### src/brb_pkg.sv
// shared types and constants for the byte ring buffer
// no dependencies; used by every module under src except brb_ram
package brb_pkg;

  localparam int SLOTS   = 1024;
  localparam int LANES   = 8;
  localparam int SEQ_W   = $clog2(SLOTS);
  localparam int LANE_W  = $clog2(LANES);
  localparam int ROWS    = SLOTS / LANES;
  localparam int ROW_W   = $clog2(ROWS);
  localparam int RING_W  = 11;
  localparam int CNT_W   = 4;
  localparam int DATA_W  = 64;
  localparam int USED_W  = 10;
  localparam int PADDR_W = 3;

  localparam logic [RING_W-1:0] RING_MIN = RING_W'(2);
  localparam logic [RING_W-1:0] RING_MAX = RING_W'(SLOTS);
  localparam logic [CNT_W-1:0]  CNT_MAX  = CNT_W'(LANES);

  typedef enum logic [1:0] {
    KIND_ENQ   = 2'd0,
    KIND_DEQ   = 2'd1,
    KIND_PEEK  = 2'd2,
    KIND_CLEAR = 2'd3
  } kind_t;

  typedef enum logic [PADDR_W-3:0] {
    REG_RING_SLOTS = 1'b0
  } reg_idx_t;

  typedef struct packed {
    logic [1:0]        kind;
    logic [CNT_W-1:0]  byte_count;
    logic [DATA_W-1:0] data_in;
  } in_item_t;

  typedef struct packed {
    logic              status;
    logic [DATA_W-1:0] data_out;
    logic [USED_W-1:0] used_count;
    logic [USED_W-1:0] free_count;
  } out_item_t;

  // per-item control broadcast to every lane
  typedef struct packed {
    logic             wr;
    logic             rd;
    logic [SEQ_W-1:0] base;
    logic [CNT_W-1:0] count;
  } lane_ctl_t;

  // what the merging stage needs to line up the read bytes
  typedef struct packed {
    logic              show;
    logic [LANE_W-1:0] off;
    logic [CNT_W-1:0]  count;
  } merge_ctl_t;

endpackage

### src/brb_merge.sv
// merging stage: rotates lane read data into item order and masks unused bytes
// depends on brb_pkg
module brb_merge (
  input  logic [brb_pkg::LANES-1:0][7:0] lane_data,
  input  brb_pkg::merge_ctl_t            ctl,
  output logic [brb_pkg::DATA_W-1:0]     data_out
);

  logic [brb_pkg::LANE_W-1:0] src;

  always_comb begin
    data_out = '0;
    src      = '0;
    for (int j = 0; j < brb_pkg::LANES; j++) begin
      src = ctl.off + brb_pkg::LANE_W'(j);
      if (ctl.show && (brb_pkg::CNT_W'(j) < ctl.count)) begin
        data_out[8*j +: 8] = lane_data[src];
      end
    end
  end

endmodule

### config.mk
export PLATFORM = sky130hd
export DESIGN_NAME = brb_merge
export DESIGN_NICKNAME = d
export VERILOG_FILES = /design/src/brb_pkg.sv /design/src/brb_merge.sv
export SDC_FILE = /design/constraint.sdc
export NUM_CORES = 1
export LEC_CHECK = 0
export CAP_MARGIN = 40
export CORE_MARGIN = 2
export CORE_UTILIZATION = 35
export DETAILED_ROUTE_END_ITERATION = 16
export DONT_BUFFER_PORTS = 1
export PLACE_DENSITY = 0.53
export REMOVE_ABC_BUFFERS = 1
export SLEW_MARGIN = 10
export SYNTH_ARGS = -nofsm -noshare
export SYNTH_HDL_FRONTEND = slang
export SYNTH_SLANG_ARGS = --single-unit
### constraint.sdc
create_clock -name vclk -period 3.1
set_input_delay 0.155 -clock vclk [all_inputs]
set_output_delay 0.155 -clock vclk [all_outputs]
set_load 0.05 [all_outputs]
; ---- Yosys cells after proc, flatten, opt, wreduce, memory -nomap -nowiden
; Index checks and enable logic that the tools add are counted.
[totals]
reg_bits = 0
input_bits = 72
output_inout_bits = 64
[classes]
n_addsub = 7
order_cmp = 16
n_mux = 24
reduce_logical = 8
[ops]
columns = op, n
row1 = $bmux W8 S3, 8
row2 = $mux W8, 16
row3 = $lt A3 B4 Y1 const B, 8
row4 = $lt A3 B4 Y1 const A, 4
row5 = $add A3 B3 Y3 const B, 4
row6 = $logic_and A1 B1 Y1, 8
row7 = $lt A1 B4 Y1 const A, 2
row8 = $lt A2 B4 Y1 const A, 2
row9 = $add A3 B2 Y3 const B, 2
row10 = $add A3 B1 Y3 const B, 1

; ---- Longest topological paths before layout
[depth]
word_depth = 4
depth_mapped = 10
mapped_depth_nobuf = 5

; ---- Worst setup path after synthesis
; OpenSTA, ideal clock, no wires.
[synth_timing]
path_type = input port to output port
startpoint = in ctl[5] (netlist name)
endpoint = out data_out[28] (netlist name)
arrival_ns = 2.439
t_required_ns = 2.945
setup_slack_ns = 0.506
stages = 10
cell_sequence = buf_6 buf_12 buf_4 inv_1 ha_1 buf_6 buf_8 mux2i_1 mux2_2 o22ai_1
[synth_between]
elab_chain_cells = 4
[synth_rtl]
columns = item, line_no
row1 = from (decl), brb_merge.sv:5  ; input brb_pkg::merge_ctl_t ctl,
row2 = $add A3 B2 Y3, brb_merge.sv:15  ; src = ctl.off + brb_pkg::LANE_W'(j);
row3 = $bmux W8 S3, brb_merge.sv:17  ; data_out[8*j +: 8] = lane_data[src];
row4 = $mux W8 (implied by the code), brb_merge.sv:17
row5 = $mux W8, brb_merge.sv:16  ; if (ctl.show && (brb_pkg::CNT_W'(j) < ctl.count)) begin
row6 = to (decl), brb_merge.sv:6  ; output logic [brb_pkg::DATA_W-1:0] data_out
; Every way passes these cells. The select of a mux whose other input is x is not followed.

; ---- Worst setup path after layout
[layout_timing]
startpoint = in ctl[5] (netlist name)
endpoint = out data_out[57] (netlist name)
[layout_between]
elab_chain_cells = 4
[layout_rtl]
columns = item, line_no
row1 = $add A3 B3 Y3, brb_merge.sv:15
row2 = $bmux W8 S3, brb_merge.sv:17
row3 = $mux W8 (implied by the code), brb_merge.sv:17
row4 = $mux W8, brb_merge.sv:16
; Every way passes these cells. The select of a mux whose other input is x is not followed.

==> impl_metrics.json <==
{
  "status": "finished clean",
  "max_freq_mhz": 459,
  "syn_avg_cell_area_um2": 10.7,
  "port_buffers": 0,
  "final_util_pct": 37.4,
  "critical-path-slowest-cell": "ha_2",
  "overflow": 0,
  "final_area_mm2": 0.00323,
  "power-per-cell-area_mw_per_mm2": 246,
  "dieArea_mm2": 0.00957,
  "relSlewSlack_pct": 39.3,
  "synth_top_area_share_pct": 30.0,
  "setup_ws_ps": 919,
  "finalCriticalPeriod_ps": 2180,
  "netlist_top_cells_area": "mux4_2, mux2i_1, a22o_1",
  "antenna_left": 0,
  "start_util_pct": 35.7,
  "die_h_um": 97.8,
  "gp_congestion": 0.856,
  "dieWidth_um": 97.8,
  "grt_pass1_vias": 2760,
  "netlist_area_mm2": 0.00308,
  "grt_use_total_pct": 23.1,
  "postPlaceCellArea_mm2": 0.00323,
  "grt_pass1_wl_mm": 17.3,
  "drive_gt1_share_pct": 33.3,
  "power.leakage_nw": 1.35,
  "antenna_found_initial": 0,
  "clkbuf_count": 0,
  "drv_slew": 0,
  "seq_cells": 0,
  "synth_cell_types": 36,
  "remaining_drc_errors": 0,
  "avgRoutedWirePerCell_um": 28.9,
  "rows": 34,
  "final_cell_mix": "mux2i_1, mux4_2, buf_4, a22o_1, o22ai_1",
  "final_common_cell": "mux2i_1",
  "viasPerCell": 7.07,
  "arrival_ps": 2030,
  "worstHoldPathType": "in2out",
  "crit_type": "in2out",
  "coreArea_mm2": 0.00864,
  "tns_ps": 0,
  "startpoint_type": "input pin",
  "cts_resized": 0,
  "holdPathStages": 4,
  "drv_cap": 0,
  "rsz0062_at_grt": "no",
  "min_from": "lane_data[48]",
  "postCtsSetupBuffers": 0,
  "final.period_utilization_pct": 70.3,
  "seq_area_um2": 0,
  "place_ws_ps": 951,
  "synth_top_cell_by_area": "mux4_2",
  "hpwlAfterDp_mm": 8.29,
  "required_ps": 2940,
  "crit_fanout": 38,
  "max_stage_delay_ps": 700,
  "yosys_warnings": 0,
  "layout.nets": 370,
  "synthCells": 287,
  "hold_buffers": 0,
  "drt_iter0_drc": 235,
  "path_cells": "inv_1 > ha_2 > buf_4 > mux2i_1 > mux2_2 > o22ai_1 > buf_4",
  "place_inst": 402,
  "grt_max_degree": 55,
  "finalNonFillerCells": 402,
  "endpoint_kind": "output pin",
  "crit_top_cell": "buf_4",
  "worst_pin_slew_ps": 906,
  "syn_to_final_growth_pct": 4.75,
  "firstDrtPassIters": 4,
  "min_to": "data_out[56]",
  "num_vias": 2843,
  "num_antenna_cells": 0,
  "ys_seq_area_share_pct": 0,
  "wirelength_mm": 11.6,
  "final-setup-viol-count": 0,
  "finalHoldViolations": 0,
  "max-vdd-ir-drop_mv": 0.112,
  "io-pin-count": 136
}
## logic make-up after synthesis
kind of cell / synth area share, %
xor gates and xnor gates: 1.14
adders and majority gates: 0.812
muxes: 62.6
and+or+nand+nor: 5.69
AOI/OAI and AO/OA: 19.6
buffers and inverters: 10.2
## layer usage
metal / GRT usage [%] / routed length, um
met1: 29.2 / 4260
met2: 38.5 / 5740
met3: 8.73 / 1550
met4: 3.95 / 77
met5: 0 / 0
## synth_stat cells, drive strengths merged
cell type	n
a211o	1
a21oi	4
a22o	32
a22oi	16
and2	1
and2b	1
and3	8
buf	22
clkbuf	4
ha	2
inv	20
mux2	16
mux2i	64
mux4	48
nand2	1
nand2b	1
nand3	5
nor2	3
nor2b	1
nor3	5
nor4	1
o211ai	2
o21ai	1
o22ai	24
xnor2	2
xor2	2
## per-stage QoR
step	hold WS, ps	total power [mW]
2_1_floorplan	787	0.662
6_report	819	0.793
4_1_cts	828	0.796
3_5_place_dp	824	0.795
5_1_grt	848	0.833
3_3_place_gp	822	0.783
## cell type report
type	instances	area [um^2]
Timing Repair Buffer	33	248
Tap cell	108	135
Multi-Input combinational cell	241	2770
Fill cell	861	5410
Inverter	20	75.1
## worst max path at each step
stage / from / to / slack, ps / depth (start not counted)
global placement: ctl[5] / data_out[46] / 990 / 4
floorplan: ctl[4] / data_out[28] / -120 / 5
detailed placement: ctl[5] / data_out[57] / 950 / 7
CTS: ctl[5] / data_out[46] / 960 / 4
global route: ctl[5] / data_out[61] / 860 / 7
finish: ctl[5] / data_out[57] / 920 / 7
## worst max-delay path, delay by kind of cell
| family | cells | cell delay, ps |
|---|---|---|
| AO/OA/AOI/OAI | 1 | 200 |
| multiplexers | 2 | 360 |
| buffers and inverters | 3 | 580 |
| adder cells (fa/ha/maj) | 1 | 700 |
## power breakdown
group | internal [mW] | switching, mW
combinational | 0.298 | 0.495
sequential | 0 | 0
clock | 0 | 0
total | 0.298 | 0.495
No activity file was read; power rests on OpenSTA's default activity.
