## config.mk

```make
export PLATFORM = sky130hd
export DESIGN_NAME = brb_lane
export DESIGN_NICKNAME = d
export VERILOG_FILES = /design/src/brb_pkg.sv /design/src/brb_ram.sv /design/src/brb_lane.sv
export SDC_FILE = /design/constraint.sdc
export NUM_CORES = 1
export LEC_CHECK = 0
export BUFFER_PORTS_ARGS = -buffer_cell sky130_fd_sc_hd__buf_2
export CELL_PAD_IN_SITES_DETAIL_PLACEMENT = 1
export CELL_PAD_IN_SITES_GLOBAL_PLACEMENT = 1
export CORE_ASPECT_RATIO = 0.8
export CORE_MARGIN = 2
export CORE_UTILIZATION = 60
export DETAILED_ROUTE_END_ITERATION = 12
export PLACE_DENSITY = 0.84
export SLEW_MARGIN = 20
export SYNTH_ARGS = -nofsm -noshare
export SYNTH_HDL_FRONTEND = slang
export SYNTH_HIERARCHICAL = 1
export SYNTH_SLANG_ARGS = --single-unit
```

## constraint.sdc

```tcl
create_clock -name clk -period 10.06 [get_ports clk]
set_input_delay 2.012 -clock clk [delete_from_list [all_inputs] [get_ports clk]]
set_output_delay 2.012 -clock clk [all_outputs]
set_load 0.1 [all_outputs]
```

## src/brb_pkg.sv

```systemverilog
// shared types and constants for the byte ring buffer
// no dependencies; used by every module under src except brb_ram
package brb_pkg;

  localparam int SLOTS   = 1024;
  localparam int LANES   = 8;
  localparam int SEQ_W   = $clog2(SLOTS);
  localparam int LANE_W  = $clog2(LANES);
  localparam int ROWS    = SLOTS / LANES;
  localparam int ROW_W   = $clog2(ROWS);
  localparam int RING_W  = 11;
  localparam int CNT_W   = 4;
  localparam int DATA_W  = 64;
  localparam int USED_W  = 10;
  localparam int PADDR_W = 3;

  localparam logic [RING_W-1:0] RING_MIN = RING_W'(2);
  localparam logic [RING_W-1:0] RING_MAX = RING_W'(SLOTS);
  localparam logic [CNT_W-1:0]  CNT_MAX  = CNT_W'(LANES);

  typedef enum logic [1:0] {
    KIND_ENQ   = 2'd0,
    KIND_DEQ   = 2'd1,
    KIND_PEEK  = 2'd2,
    KIND_CLEAR = 2'd3
  } kind_t;

  typedef enum logic [PADDR_W-3:0] {
    REG_RING_SLOTS = 1'b0
  } reg_idx_t;

  typedef struct packed {
    logic [1:0]        kind;
    logic [CNT_W-1:0]  byte_count;
    logic [DATA_W-1:0] data_in;
  } in_item_t;

  typedef struct packed {
    logic              status;
    logic [DATA_W-1:0] data_out;
    logic [USED_W-1:0] used_count;
    logic [USED_W-1:0] free_count;
  } out_item_t;

  // per-item control broadcast to every lane
  typedef struct packed {
    logic             wr;
    logic             rd;
    logic [SEQ_W-1:0] base;
    logic [CNT_W-1:0] count;
  } lane_ctl_t;

  // what the merging stage needs to line up the read bytes
  typedef struct packed {
    logic              show;
    logic [LANE_W-1:0] off;
    logic [CNT_W-1:0]  count;
  } merge_ctl_t;

endpackage

```

## src/brb_ram.sv

```systemverilog
// generic simple dual-port ram with registered read
// no dependencies
module brb_ram #(
  parameter int WIDTH = 8,
  parameter int DEPTH = 128
) (
  input  logic                     clk,
  input  logic                     we,
  input  logic [$clog2(DEPTH)-1:0] waddr,
  input  logic [WIDTH-1:0]         wdata,
  input  logic                     re,
  input  logic [$clog2(DEPTH)-1:0] raddr,
  output logic [WIDTH-1:0]         rdata
);

  logic [WIDTH-1:0] mem [DEPTH];

  always_ff @(posedge clk) begin
    if (we) begin
      mem[waddr] <= wdata;
    end
    if (re) begin
      rdata <= mem[raddr];
    end
  end

endmodule

```

## src/brb_lane.sv

```systemverilog
// one byte lane: address generation and its storage bank
// depends on brb_pkg and brb_ram
module brb_lane (
  input  logic                      clk,
  input  logic [brb_pkg::LANE_W-1:0] lane_id,
  input  brb_pkg::lane_ctl_t        ctl,
  input  logic [brb_pkg::DATA_W-1:0] data_in,
  output logic [7:0]                rdata
);

  logic [brb_pkg::LANE_W-1:0] off;
  logic [brb_pkg::LANE_W-1:0] idx;
  logic                       active;
  logic [brb_pkg::ROW_W-1:0]  row;
  logic [7:0]                 wbyte;

  // byte idx of the transfer lands in this bank
  assign off    = ctl.base[brb_pkg::LANE_W-1:0];
  assign idx    = lane_id - off;
  assign active = brb_pkg::CNT_W'(idx) < ctl.count;
  assign row    = ctl.base[brb_pkg::SEQ_W-1:brb_pkg::LANE_W]
                + brb_pkg::ROW_W'(lane_id < off);
  assign wbyte  = data_in[{idx, 3'b000} +: 8];

  brb_ram #(
    .WIDTH(8),
    .DEPTH(brb_pkg::ROWS)
  ) u_bank (
    .clk  (clk),
    .we   (ctl.wr && active),
    .waddr(row),
    .wdata(wbyte),
    .re   (ctl.rd && active),
    .raddr(row),
    .rdata(rdata)
  );

endmodule

```

**Word level (Yosys, flattened, before mapping)**

Memory sizes are Yosys's and may differ from the RTL's. A register that Yosys moved wholly into a read port is not among the register bits.
Index checks and enable logic that the tools add are counted.

- Reduce and logical (&&, ||, !) cells: 2
- Multiplexer cells: 2
- Shifts and indexed selects: 1
- Magnitude comparators: 2
- Add/subtract/negate cells: 2

Operators by type and width:

| kind | number |
|---|---|
| $shiftx A64 B7 Y8 | 1 |
| $add A7 B1 Y7 | 1 |
| $lt A3 B4 Y1 | 1 |
| $lt A3 B3 Y1 | 1 |
| $sub A3 B3 Y3 | 1 |
| $logic_and A1 B1 Y1 | 2 |
| $mux W1 | 2 |

- Input bits: 84
- Memory bits (writable): 1024
- Bits in registers: 0
- Memories kept: 1

Memory list:

| memory | words | width | read ports | clocked after memory_dff | write ports | line | text |
|---|---|---|---|---|---|---|---|
| u_bank.mem | 128 | 8 | 1 | 1 | 1 | brb_ram.sv:16 | `logic [WIDTH-1:0] mem [DEPTH];` |

**Depth between registers and ports, before layout**

Gate-level depths: netlist of the first run.

- Depth in word-level cells: 5
- Mapped depth: 14
- Depth with buffers taken out: 13

**Cells and area by module**

Netlist of the first run, hierarchy kept.

By module, submodules not included:

| module | instances | seq. area each (µm²) | area an instance (µm²) | cells each |
|---|---|---|---|---|
| brb_ram | 1 | 30989.7 | 39745.6 | 1635 |
| brb_lane | 1 | 0.0 | 783.3 | 64 |

**Worst setup path after synthesis of the first run**

No wires, ideal clock.

- Path kind: input port to flip-flop
- Start point: input port ctl[5] (netlist bit)
- End point: register u_bank.rdata[0] (read register of u_bank.mem), data pin
- Data arrival time: 5423 ps
- Slack: 4378 ps
- Stages: 13
- Library setup time: 260 ps
- Path buffers: 2
- Required time: 9800 ps
- Cell sequence: inv_1 -> ha_1 -> a21o_1 -> a21oi_1 -> ha_1 -> ha_1 -> xor2_1 -> buf_1 -> buf_1 -> mux4_2 -> mux4_2 -> mux4_2 -> mux2_2

RTL lines:

| what | line | text |
|---|---|---|
| from (decl) | brb_lane.sv:6 | `input brb_pkg::lane_ctl_t ctl,` |
| $lt A3 B3 Y1 | brb_lane.sv:22 | `+ brb_pkg::ROW_W'(lane_id < off);` |
| $add A7 B1 Y7 | brb_lane.sv:22 |  |
| via row (one bit) | brb_lane.sv:14 | `logic [brb_pkg::ROW_W-1:0] row;` |
| to (decl) | brb_ram.sv:13 | `output logic [WIDTH-1:0] rdata` |

The timed path passes the listed nets, and every way through them passes these cells.

**Worst setup path after layout of the first run**

- Start point: input port lane_id[0] (netlist bit)
- End point: memory u_bank.mem[10][4], enable pin

- Longest elaborated chain between the ends: 5

RTL lines:

| what | line | text |
|---|---|---|
| from (decl) | brb_lane.sv:5 | `input logic [brb_pkg::LANE_W-1:0] lane_id,` |
| $sub A3 B3 Y3 | brb_lane.sv:19 | `assign idx = lane_id - off;` |
| $lt A3 B4 Y1 | brb_lane.sv:20 | `assign active = brb_pkg::CNT_W'(idx) < ctl.count;` |
| $logic_and A1 B1 Y1 | brb_lane.sv:30 | `.we (ctl.wr && active),` |
| $mux W1 | brb_ram.sv:19 | `if (we) begin` |
| $mux W1 (not written as such) | brb_ram.sv:20 | `mem[waddr] <= wdata;` |
| to (decl) | brb_ram.sv:16 |  |

Parallel ways exist; a longest one is shown, timed or not.

==> results of run 1 <==
[kinds of logic (layout without fill, tap and decap cells)]
family | Yosys count | in the layout
AO/OA/AOI/OAI | 4 | 4
buffers and inverters | 100 | 308
flip-flops | 1032 | 1032
adder cells (fa/ha/maj) | 8 | 8
AND/OR/NAND/NOR | 181 | 181
multiplexers | 368 | 368
XOR/XNOR | 6 | 6
[layer usage]
metal,global-route usage [%],up-vias
met5,0,-
met4,8.16,8
met3,5.24,176
met2,48.6,1143
met1,45.2,10500
li1,-,7554
[power by group through the flow]
stage / combinational [mW] / clock [mW] / sequential [mW]
final: 1.41 / 3.59 / 5.10
after global routing: 1.47 / 3.78 / 5.10
after CTS: 1.40 / 3.63 / 5.10
after detailed placement: 1.39 / 0 / 5.19
after global placement: 1.32 / 0 / 5.18
after floorplan: 0.837 / 0 / 5.23
[Yosys cell counts, types with 2 or more instances]
cell                       number  share of area, %
sky130_fd_sc_hd__mux4_2       347                19
sky130_fd_sc_hd__mux2_2        16              0.44
sky130_fd_sc_hd__nand3_1       15              0.19
sky130_fd_sc_hd__nand4_1        3             0.046
sky130_fd_sc_hd__nand2b_1       3             0.046
sky130_fd_sc_hd__inv_1          7             0.065
sky130_fd_sc_hd__mux4_1         5              0.32
sky130_fd_sc_hd__nor3_1         9              0.11
sky130_fd_sc_hd__buf_4         11              0.20
sky130_fd_sc_hd__buf_1         18              0.17
sky130_fd_sc_hd__xnor2_1        3             0.065
sky130_fd_sc_hd__nand2_1       17              0.16
sky130_fd_sc_hd__nor2_1       125               1.2
sky130_fd_sc_hd__xor2_1         2             0.043
sky130_fd_sc_hd__buf_6          2             0.056
sky130_fd_sc_hd__nor2b_1        7              0.11
sky130_fd_sc_hd__buf_2         16              0.20
sky130_fd_sc_hd__edfxtp_1    1032                76
sky130_fd_sc_hd__clkbuf_1      45              0.42
sky130_fd_sc_hd__ha_1           7              0.22
[cell type report]
| class | instances | area [um2] | area share [%] |
|---|---|---|---|
| inverters | 7 | 26.3 | 0.0581 |
| clock buffers | 114 | 2530 | 5.61 |
| well taps | 913 | 1140 | 2.53 |
| repair buffers | 128 | 787 | 1.74 |
| clock inverters | 59 | 519 | 1.15 |
| multi-input cells | 567 | 9200 | 20.4 |
| flip-flops and latches | 1032 | 31000 | 68.6 |
[path summary, 6_finish.rpt]
kind	start	endpoint	slack, ps	cells after the start
worst max-delay path	lane_id[0]	u_bank/mem[10][4]	3450	12
worst min-delay path	u_bank/mem[22][2]	u_bank/rdata[2]	1260	4
worst max register to register	u_bank/mem[81][1]	u_bank/rdata[1]	7470	4
worst min register to register	u_bank/mem[22][2]	u_bank/rdata[2]	1260	4
[stage by stage]
| step | util, % | setup slack [ps] | hold WS [ps] | area, um2 |
|---|---|---|---|---|
| detailed placement | 62.7 | 2760 | 1220 | 42100 |
| finish | 67.4 | 3450 | 1260 | 45200 |
| global route | 67.4 | 3260 | 1280 | 45200 |
| CTS | 67.3 | 3300 | 1250 | 45200 |
| global placement | 62.7 | 2980 | 1200 | 42100 |
| floorplan | - | 4380 | 1150 | 40500 |
[sequential cells by signal (all words and copies together) (netlist names)]
register and count:
u_bank/mem 1024, u_bank/rdata 8
[tightest hold or removal path, delay by kind of cell (launching register included)]
family / cells / cell delay, ps
mux: 4 / 840
flops: 1 / 320
[layout by cell type, fill, tap and decap left out, types with 2 or more instances in the layout]
| cell | n |
|---|---|
| sky130_fd_sc_hd__buf_12 | 4 |
| sky130_fd_sc_hd__buf_2 | 91 |
| sky130_fd_sc_hd__buf_4 | 32 |
| sky130_fd_sc_hd__bufinv_16 | 9 |
| sky130_fd_sc_hd__clkbuf_1 | 15 |
| sky130_fd_sc_hd__clkbuf_16 | 99 |
| sky130_fd_sc_hd__clkinv_1 | 23 |
| sky130_fd_sc_hd__clkinv_2 | 18 |
| sky130_fd_sc_hd__clkinvlp_4 | 5 |
| sky130_fd_sc_hd__edfxtp_1 | 1032 |
| sky130_fd_sc_hd__ha_1 | 5 |
| sky130_fd_sc_hd__ha_4 | 2 |
| sky130_fd_sc_hd__inv_1 | 7 |
| sky130_fd_sc_hd__inv_6 | 3 |
| sky130_fd_sc_hd__mux2_2 | 8 |
| sky130_fd_sc_hd__mux2_4 | 8 |
| sky130_fd_sc_hd__mux4_1 | 5 |
| sky130_fd_sc_hd__mux4_2 | 347 |
| sky130_fd_sc_hd__nand2_1 | 17 |
| sky130_fd_sc_hd__nand2b_1 | 3 |
| sky130_fd_sc_hd__nand3_1 | 14 |
| sky130_fd_sc_hd__nand4_1 | 3 |
| sky130_fd_sc_hd__nor2_1 | 121 |
| sky130_fd_sc_hd__nor2_2 | 4 |
| sky130_fd_sc_hd__nor2b_1 | 7 |
| sky130_fd_sc_hd__nor3_1 | 7 |
| sky130_fd_sc_hd__nor3_2 | 2 |
| sky130_fd_sc_hd__xnor2_2 | 3 |
| sky130_fd_sc_hd__xor2_2 | 2 |
==> summary.md, run 1 <==
| Metric | Value |
|---|---|
| Outcome | `finished, final reports clean` |
| Post-synthesis compound-gate area fraction | `0.0741%` |
| Final max-slew violation count | `0` |
| Via count normalized by instance count | `slightly below 7` |
| Peak Freq | `around 150 MHz` |
| Clock root buffer | `sky130_fd_sc_hd__clkbuf_16` |
| Standby leakage power | `around 14 nW` |
| Global-route wire length before repair | `150 mm` |
| Simple-gate share of the synthesized area | `under 10%` |
| Average wire per cell in the routed design | `around 36 um` |
| Horizontal extent of the die | `approximately 290 um` |
| Metal2 WL | `a little over 50 mm` |
| Effective utilization at floorplan | `60.4%` |
| Worst path required time | `between 10000 and 15000 ps` |
| Count of clock tree sinks | `1032` |
| Fill cell instance count of the final layout | `5073` |
| Number of register bits inferred by synthesis | `roughly 1.0k` |
| P&R area growth vs syn | `11.5%` |
| Number of global-route vias before repair | `20.5k` |
| Most instantiated flip-flop cell in the synthesis netlist | `sky130_fd_sc_hd__edfxtp_1` |
| Source-to-sink clock delay at the later pin of the worst-skew pair | `around 660 ps` |
| Max-cap violation count | `0` |
| Via count | `19.4k` |
| Number of setup violations in the final report | `0` |
| Synthesized area per cell | `between 20 and 25 um2` |
| Share of post-route cells with drive strength above 1 | `between 30% and 40%` |
| Class of the tightest hold or removal check | `flop to flop` |
| Routability cong. | `just over 0.8` |
| Die area | `roughly 0.07 mm2` |
| Hold Buf Count CTS | `0` |
| Detailed route wirelength on metal3 | `9.10 mm` |
| Maximum buffer depth of the clock tree | `3` |
| Syn_nets | `approximately 1.8k` |
| Routed WL | `102 mm` |
| Adder and majority cell fraction of the synthesized area | `less than 1%` |
| Tot Pwr | `10.1 mW` |
| Count of routing violations after the opening detailed-route iteration | `approximately 2.5k` |
| Crit path max-delay cell type | `sky130_fd_sc_hd__fa_1` |
| Core ar. | `around 0.067 mm2` |
| Wire length on met1 | `around 39 mm` |
| Kind of critical path | `input pin to flop` |
| Startpoint Class | `input pin` |
| Buffers inserted during post-CTS setup optimization | `0` |
| Kind of cell with the highest combined delay on the critical path | `simple AND/OR/NAND/NOR gates` |
| Highest net fanout along the worst path | `17` |
| Xor-xnor portion of the synthesized cell area | `0.148%` |
| Worst IR Drop VDD | `roughly 0.16 mV` |
| EDFF count, synth | `roughly 1.0k` |
| Post-synthesis instance area | `roughly 0.04 mm2` |
| Top Metal Used | `met5` |
| Sequential cell area fraction in the yosys report | `76.5%` |
| Combined global-route utilization of all metal layers | `30.6%` |
| Number of antenna-violating nets in the routed design | `0` |
| Unique cell type count in the Yosys netlist | `29` |
| Switching power | `between 2 and 2.5 mW` |
| Total instance count after detailed placement | `2646` |
| Remaining global-route overflow | `0` |
| Maximum number of pins on one net before global-route repair | `between 100 and 150` |
| Mux cell area share after synthesis | `between 20% and 30%` |
| Min Tclk post-route | `roughly 6600 ps` |
| Number of levels the H-tree was split into | `3` |
| FFs w/ async S/R, synth | `0%` |
| Share of the clock period used by the worst path after layout | `65.7%` |
| Hold Fails Final Rpt | `0` |
| First drt pass iteration count | `6` |
| Synth warn | `6` |
| TritonCTS clock tree | `built` |
| Actual transition at the worst max-transition pin | `1130 ps` |
| Worst Skew | `around 28 ps` |
| Number of rows in the core area | `85` |
| Sort of element at the end of the critical path | `flop` |
| Number of CTS-inserted buffers | `between 90 and 100` |
| Internal Dissipation | `7.60 mW` |
| Combinational family with the most area after synthesis | `multiplexers` |
| PwrDens | `around 220 mW/mm2` |
| Data arrival at the endpoint of the critical path | `roughly 6900 ps` |
| Part of the power in registers | `about half` |
| I/O pin count | `roughly 90` |
| Count of buffer and inverter cells on the critical path | `3` |
| Setup TNS | `0 ps` |
| Ant diodes | `0` |
| Height of the chip | `~240 um` |
| Clock network power share | `between 30% and 40%` |
| Combinational cell fraction of total power | `13.9%` |
| Resize count post-CTS | `0` |
| Mapped Cells | `1699` |
| Clock transition at the registers of the reported paths | `around 70 ps` |
| Number of antenna violations at the first check in global routing | `6` |
| Peak per-stage delay on the critical path | `roughly 1000 ps` |
| RSZ-0062 raised after global routing | `false` |
| Non-filler cells, final | `~2.8k` |
| Switching power as a share of total power | `between 20 and 25%` |
| Post-DP HPWL | `59.1 mm` |
| Layout net count | `between 1.5k and 2k` |
| Post-route DRC | `0` |
| Max_slew headroom | `24.3%` |
| Sequence of cells on the critical path | `buf_2 > inv_1 > ha_1 > inv_1 > fa_1 > ha_1 > a21boi_0 > o211a_1 > nor2_1 > nor2b_1 > nand2_1 > nor2_1` |
| IO Port Bufs | `91` |
Note: power is estimated with default switching activity, not from simulation.
==> run 2: changes to the inputs <==
--- a/config.mk
+++ b/config.mk
@@ -10,9 +10,9 @@
 export CELL_PAD_IN_SITES_GLOBAL_PLACEMENT = 1
 export CORE_ASPECT_RATIO = 0.8
 export CORE_MARGIN = 2
-export CORE_UTILIZATION = 60
+export CORE_UTILIZATION = 50
 export DETAILED_ROUTE_END_ITERATION = 12
-export PLACE_DENSITY = 0.84
+export PLACE_DENSITY = 0.75
 export SLEW_MARGIN = 20
 export SYNTH_ARGS = -nofsm -noshare
 export SYNTH_HDL_FRONTEND = slang
==> constraint.sdc (replaced) <==
create_clock -name clk -period 5.9 [get_ports clk]
set_input_delay 1.18 -clock clk [delete_from_list [all_inputs] [get_ports clk]]
set_output_delay 1.18 -clock clk [all_outputs]
set_load 0.1 [all_outputs]
==> summary.md, run 2 (synthesis results as in run 1) <==
| Metric | Value |
|---|---|
| P&R area growth vs syn | `15.1% (was 11.5%)` |
| Highest net fanout along the worst path | `31 (was 17)` |
| Peak per-stage delay on the critical path | `650 ps (was 1010 ps)` |
| Maximum number of pins on one net before global-route repair | `92 (was 134)` |
| GRT Max-Usage Layer | `met1 (was met2)` |
| IO Port Bufs | `91 (unchanged)` |
| Count of buffer and inverter cells on the critical path | `4 (was 3)` |
| Global-route wire length before repair | `151 mm (was 150 mm)` |
| Routed WL | `103 mm (was 102 mm)` |
| Kind of critical path | `input pin to flop (unchanged)` |
| Buffers inserted during post-CTS setup optimization | `0 (unchanged)` |
| Number of setup violations in the final report | `0 (unchanged)` |
| TritonCTS clock tree | `built (unchanged)` |
| Worst-case setup slack after placement | `229 ps (was 2760 ps)` |
| Maximum buffer depth of the clock tree | `3 (unchanged)` |
| Hold Fails Final Rpt | `0 (unchanged)` |
| Combined global-route utilization of all metal layers | `25.4% (was 30.6%)` |
| Cell area reported after detailed placement | `0.0436 mm2 (was 0.0421 mm2)` |
| Peak Freq | `204 MHz` |
| Number of rows in the core area | `93 (was 85)` |
| Standby leakage power | `14.8 nW (was 14.0 nW)` |
| Max_slew headroom | `28.8% (was 24.3%)` |
| Sort of element at the end of the critical path | `flop (unchanged)` |
| Max-cap violation count | `0 (unchanged)` |
| Worst path required time | `6310 ps (was 10320 ps)` |
| First drt pass iteration count | `5 (was 6)` |
| Resize count post-CTS | `0 (unchanged)` |
| Horizontal extent of the die | `322 um (was 295 um)` |
| Post-layout utilization of the core | `58.0% (was 67.4%)` |
| Post-route DRC | `0 (unchanged)` |
| Data arrival at the endpoint of the critical path | `5330 ps (was 6860 ps)` |
| Kind of cell with the highest combined delay on the critical path | `multiplexers (was simple AND/OR/NAND/NOR gates)` |
| Setup TNS | `0 ps (unchanged)` |
| Number of levels the H-tree was split into | `3 (unchanged)` |
| Routability cong. | `0.816 (was 0.818)` |
| Clock transition at the registers of the reported paths | `60 ps (was 70 ps)` |
| Final max-slew violation count | `0 (unchanged)` |
| Hold Buf Count CTS | `0 (unchanged)` |
| Post-DP HPWL | `65.3 mm (was 59.1 mm)` |
| Number of antenna-violating nets in the routed design | `0 (unchanged)` |
| Source-to-sink clock delay at the later pin of the worst-skew pair | `670 ps (was 660 ps)` |
| Via count | `19.8k (was 19.4k)` |
| Effective utilization at floorplan | `50.4% (was 60.4%)` |
| Largest register by flop count | `u_bank/mem (unchanged)` |
| Share of the clock period used by the worst path after layout | `between 80% and 90%` |
| Max FFs per register | `1024 (unchanged)` |
| Clock root buffer | `sky130_fd_sc_hd__clkbuf_16 (unchanged)` |
| Most common cell on crit path | `sky130_fd_sc_hd__mux4_2` |
| Remaining global-route overflow | `0 (unchanged)` |
| Number of CTS-inserted buffers | `97 (was 98)` |
| Final worst slack | `987 ps (was 3450 ps)` |
| Outcome | `finished, final reports clean (unchanged)` |
| Die area | `0.0834 mm2 (was 0.0697 mm2)` |
| Core ar. | `0.0804 mm2 (was 0.0671 mm2)` |
| Worst Skew | `23.9 ps (was 27.6 ps)` |
| Count of clock tree sinks | `1032 (unchanged)` |
| Height of the chip | `259 um (was 236 um)` |
| Crit path max-delay cell type | `sky130_fd_sc_hd__ha_4 (was sky130_fd_sc_hd__fa_1)` |
| Sequence of cells on the critical path | `buf_2 > inv_1 > ha_1 > a21o_1 > a21oi_1 > ha_4 > buf_12 > buf_4 > mux4_2 > mux4_2 > mux4_2 > mux2_2 (was buf_2 > inv_1 > ha_1 > inv_1 > fa_1 > ha_1 > a21boi_0 > o211a_1 > nor2_1 > nor2b_1 > nand2_1 > nor2_1)` |
| I/O pin count | `92 (unchanged)` |
| PwrDens | `370 mW/mm2 (was 223 mW/mm2)` |
| Min Tclk post-route | `slightly below 5000 ps` |
| GR met1 Demand/Resource | `38.6% (was 45.2%)` |
| Layout net count | `2066 (was 1926)` |
| Count of routing violations after the opening detailed-route iteration | `2433 (was 2475)` |
| Most common cell after layout, fill and taps aside | `sky130_fd_sc_hd__edfxtp_1 (unchanged)` |
| Worst IR Drop VDD | `0.301 mV (was 0.163 mV)` |
| Number of global-route vias before repair | `20.6k (was 20.5k)` |
| Class of the tightest hold or removal check | `input pin to flop (was flop to flop)` |
| Number of antenna violations at the first check in global routing | `7 (was 6)` |
| Leading registers by flop count | `u_bank/mem (1024), u_bank/rdata (8) (unchanged)` |
| Global routing met2 resource utilization | `37.9% (was 48.6%)` |
| Met3 Usage GRT | `5.51% (was 5.24%)` |
| Post-route standard cell area excluding fillers | `0.0466 mm2 (was 0.0452 mm2)` |
| Tot Pwr | `17.3 mW (was 10.1 mW)` |
| Actual transition at the worst max-transition pin | `1060 ps (was 1130 ps)` |
| Via count normalized by instance count | `6.29 (was 6.89)` |
| Average wire per cell in the routed design | `32.6 um (was 36.0 um)` |
| Share of post-route cells with drive strength above 1 | `37.4% (was 33.6%)` |
| RSZ-0062 raised after global routing | `false (unchanged)` |
| Startpoint Class | `input pin (unchanged)` |
| Most frequent cells in the layout | `sky130_fd_sc_hd__edfxtp_1, sky130_fd_sc_hd__mux4_2, sky130_fd_sc_hd__buf_4, sky130_fd_sc_hd__nor2_1, sky130_fd_sc_hd__clkbuf_16 (was sky130_fd_sc_hd__edfxtp_1, sky130_fd_sc_hd__mux4_2, sky130_fd_sc_hd__nor2_1, sky130_fd_sc_hd__clkbuf_16, sky130_fd_sc_hd__buf_2)` |
run 2: final cells by class:
type                    count  area [um2]
diodes                      1        2.50
clock buffers             126        2620
clock inverters            50         437
fillers                  6658       33800
inverters                   7        26.3
multi-input cells         567        9200
flip-flops and latches   1032       31000
well taps                1092        1370
repair buffers            269        2000
run 2: per-layer routing:
metal / share of wire (%) / routed length [um] / vias up
li1: - / - / 7837
met1: 41 / 42000 / 10700
met2: 46 / 47600 / 1099
met3: 10 / 10200 / 163
met4: 2.7 / 2770 / 2
met5: 0.012 / 12 / -
run 2: through the flow:
stage | hold slack [ps] | std cells
floorplan | 1150 | 1699
finish | 1030 | 3144
detailed placement | 1220 | 2967
global placement | 1190 | 2967
CTS | 983 | 3143
global route | 1000 | 3143
run 2: worst paths after layout:
path                startpoint               to  cells after the start  slack [ps]
min                    ctl[14]  u_bank/rdata[6]                      3        1030
max                     ctl[5]  u_bank/rdata[3]                     12         990
min reg2reg  u_bank/mem[97][5]  u_bank/rdata[5]                      4        1230
max reg2reg  u_bank/mem[23][3]  u_bank/rdata[3]                      4        3300
run 2: power breakdown:
part / leakage [nW] / total [mW] / switching [mW] / internal [mW]
logic: 4.05 / 2.51 / 1.59 / 0.921
clock network: 1.48 / 6.06 / 2.66 / 3.40
registers: 9.28 / 8.68 / 0.0234 / 8.66
total: 14.8 / 17.3 / 4.28 / 13.0
run 2: worst min-delay path, stage by stage:
cell,delay [ps]
sky130_fd_sc_hd__buf_2,100
sky130_fd_sc_hd__nand2_1,60
sky130_fd_sc_hd__nor2_2,140
==> run 3: changes to the inputs <==
==> constraint.sdc (replaced) <==
create_clock -name clk -period 4.3 [get_ports clk]
set_input_delay 0.86 -clock clk [delete_from_list [all_inputs] [get_ports clk]]
set_output_delay 0.86 -clock clk [all_outputs]
set_load 0.1 [all_outputs]
==> summary.md, run 3 (synthesis results as in run 1) <==
| Metric | Value |
|---|---|
| Number of rows in the core area | `93 (unchanged)` |
| Average wire per cell in the routed design | `32.6 um (about the same)` |
| Max_slew headroom | `31.7% (was 28.8%)` |
| Count of routing violations after the opening detailed-route iteration | `2515 (was 2433)` |
| Kind of critical path | `input pin to flop (unchanged)` |
| Number of antenna violations at the first check in global routing | `2 (was 7)` |
| Peak Freq | `about 240 MHz` |
| Min Tclk post-route | `4230 ps` |
| Final-layout worst hold slack | `800 ps (was 1030 ps)` |
| Worst Skew | `31.1 ps (was 23.9 ps)` |
| Resize count post-CTS | `0 (unchanged)` |
| Horizontal extent of the die | `322 um (unchanged)` |
| Routability cong. | `0.848 (was 0.816)` |
| Startpoint Class | `input pin (unchanged)` |
| Outcome | `finished, final reports clean (unchanged)` |
| Actual transition at the worst max-transition pin | `1020 ps (was 1060 ps)` |
| Source-to-sink clock delay at the later pin of the worst-skew pair | `650 ps (was 670 ps)` |
| Standby leakage power | `15.4 nW (was 14.8 nW)` |
| Worst-case setup slack after placement | `-586 ps (was 229 ps)` |
| Setup TNS | `0 ps (unchanged)` |
| Clock transition at the registers of the reported paths | `70 ps (was 60 ps)` |
| Max-cap violation count | `0 (unchanged)` |
| Hold Buf Count CTS | `0 (unchanged)` |
| Worst IR Drop VDD | `0.384 mV (was 0.301 mV)` |
| P&R area growth vs syn | `17.4% (was 15.1%)` |
| PwrDens | `504 mW/mm2 (was 370 mW/mm2)` |
| Leading registers by flop count | `u_bank/mem (1024), u_bank/rdata (8) (unchanged)` |
| IO Port Bufs | `91 (unchanged)` |
| Clock root buffer | `sky130_fd_sc_hd__clkbuf_16 (unchanged)` |
| Global-route wire length before repair | `154 mm (was 151 mm)` |
| Number of global-route vias before repair | `21.0k (was 20.6k)` |
| I/O pin count | `92 (unchanged)` |
| Ant diodes | `0 (was 1)` |
| Maximum buffer depth of the clock tree | `3 (unchanged)` |
| Most common cell after layout, fill and taps aside | `sky130_fd_sc_hd__edfxtp_1 (unchanged)` |
| Remaining global-route overflow | `0 (unchanged)` |
| Worst path required time | `4700 ps (was 6310 ps)` |
| Largest register by flop count | `u_bank/mem (unchanged)` |
| Via count | `19.9k (was 19.8k)` |
| Die area | `0.0834 mm2 (unchanged)` |
| Final max-slew violation count | `0 (unchanged)` |
| FF-to-FF path depth | `4 (unchanged)` |
| Class of the tightest hold or removal check | `input pin to flop (unchanged)` |
| Combined global-route utilization of all metal layers | `26.1% (was 25.4%)` |
| Worst setup path endpoint | `u_bank/rdata[6] (was u_bank/rdata[3])` |
| First drt pass iteration count | `7 (was 5)` |
| Via count normalized by instance count | `6.18 (was 6.29)` |
| Total instance count after detailed placement | `3062 (was 2967)` |
| Number of levels the H-tree was split into | `3 (unchanged)` |
| Buffers inserted during post-CTS setup optimization | `0 (unchanged)` |
| Max FFs per register | `1024 (unchanged)` |
| Routed WL | `105 mm (was 103 mm)` |
| Non-filler cells, final | `3228 (was 3144)` |
| Number of antenna-violating nets in the routed design | `0 (unchanged)` |
| Highest net fanout along the worst path | `26 (was 31)` |
| RSZ-0062 raised after global routing | `false (unchanged)` |
| CP Launch Point | `ctl[5] (unchanged)` |
| Post-layout utilization of the core | `59.2% (was 58.0%)` |
| Effective utilization at floorplan | `50.4% (unchanged)` |
| Sort of element at the end of the critical path | `flop (unchanged)` |
| Core ar. | `0.0804 mm2 (unchanged)` |
| Number of setup violations in the final report | `0 (unchanged)` |
| Post-DP HPWL | `68.0 mm (was 65.3 mm)` |
| Hold Fails Final Rpt | `0 (unchanged)` |
| Data arrival at the endpoint of the critical path | `4630 ps (was 5330 ps)` |
| Number of CTS-inserted buffers | `97 (unchanged)` |
| Maximum number of pins on one net before global-route repair | `128 (was 92)` |
| Layout net count | `2161 (was 2066)` |
| Height of the chip | `259 um (unchanged)` |
| Share of the clock period used by the worst path after layout | `98.3%` |
| TritonCTS clock tree | `built (unchanged)` |
| Most frequent cells in the layout | `sky130_fd_sc_hd__edfxtp_1, sky130_fd_sc_hd__mux4_2, sky130_fd_sc_hd__buf_4, sky130_fd_sc_hd__nor2_1, sky130_fd_sc_hd__clkbuf_16 (unchanged)` |
| Count of clock tree sinks | `1032 (unchanged)` |
| Share of post-route cells with drive strength above 1 | `40.5% (was 37.4%)` |
| Final worst slack | `74.3 ps (was 987 ps)` |
| R2R Path Start | `u_bank/mem[50][5] (was u_bank/mem[23][3])` |
| Setup slack, reg-to-reg | `1700 ps (was 3300 ps)` |
| Post-route DRC | `0 (unchanged)` |
| Endpoint of the worst-slack reg-to-reg timing path | `u_bank/rdata[5] (was u_bank/rdata[3])` |
==> run 3: cell count changes in the layout (fill, tap and decap cells not counted), sizes merged <==
cell,change
diode,-1
clkinv,-8
bufinv,+2
inv,+1
clkbuf,-6
clkinvlp,+1
buf,+95
==> run 3: report_power, final <==
part / switching, mW / total, mW / internal (mW)
clock: 3.62 / 8.33 / 4.71
sequential: 0.0276 / 11.9 / 11.9
combinational: 2.32 / 3.77 / 1.45
total: 5.97 / 24.0 / 18.0
==> run 3: metal layers <==
| layer | global-route usage, % | wire, um | part of all wire (%) | vias up |
|---|---|---|---|---|
| met5 | 0 | 0 | 0 | - |
| met4 | 7.14 | 3090 | 2.9 | 0 |
| met3 | 6.75 | 9690 | 9.2 | 163 |
| met2 | 41.2 | 51000 | 48 | 948 |
| met1 | 36.5 | 41600 | 39 | 10800 |
| li1 | - | - | - | 8016 |
==> run 3: how the worst min path moves through the flow <==
| stage | start | to | slack [ps] | cells past startpoint |
|---|---|---|---|---|
| global placement | u_bank/mem[127][1] | u_bank/rdata[1] | 1180 | 4 |
| floorplan | u_bank/mem[36][0] | u_bank/rdata[0] | 1150 | 4 |
| CTS | ctl[14] | u_bank/rdata[1] | 770 | 4 |
| detailed placement | u_bank/mem[127][1] | u_bank/rdata[1] | 1180 | 4 |
| global route | ctl[14] | u_bank/rdata[1] | 790 | 4 |
| finish | ctl[14] | u_bank/rdata[1] | 800 | 4 |
==> run 3: cell type report <==
type / instances / area, um2
Fill cell: 6631 / 32800
Sequential cell: 1032 / 31000
Multi-Input combinational cell: 567 / 9180
Timing Repair Buffer: 364 / 3020
Clock buffer: 120 / 2580
Tap cell: 1092 / 1370
Clock inverter: 46 / 440
Inverter: 7 / 26.3
==> run 3: worst max-delay path: stages <==
cell and delay [ps]:
sky130_fd_sc_hd__buf_2 100, sky130_fd_sc_hd__inv_1 80, sky130_fd_sc_hd__ha_1 240, sky130_fd_sc_hd__a21o_1 160, sky130_fd_sc_hd__a21oi_1 240, sky130_fd_sc_hd__ha_4 190, sky130_fd_sc_hd__ha_4 160, sky130_fd_sc_hd__xor2_4 220
sky130_fd_sc_hd__buf_12 190, sky130_fd_sc_hd__buf_12 210, sky130_fd_sc_hd__buf_4 200, sky130_fd_sc_hd__mux4_2 360, sky130_fd_sc_hd__mux4_2 550, sky130_fd_sc_hd__mux4_2 520, sky130_fd_sc_hd__mux2_2 300
==> run 3: per-stage QoR <==
| step | cell area [um2] | total power [mW] |
|---|---|---|
| 3_5_place_dp | 44600 | 15.9 |
| 6_report | 47600 | 24.0 |
| 5_1_grt | 47600 | 24.6 |
| 2_1_floorplan | 40600 | 14.2 |
| 3_3_place_gp | 44600 | 15.7 |
| 4_1_cts | 47600 | 24.1 |
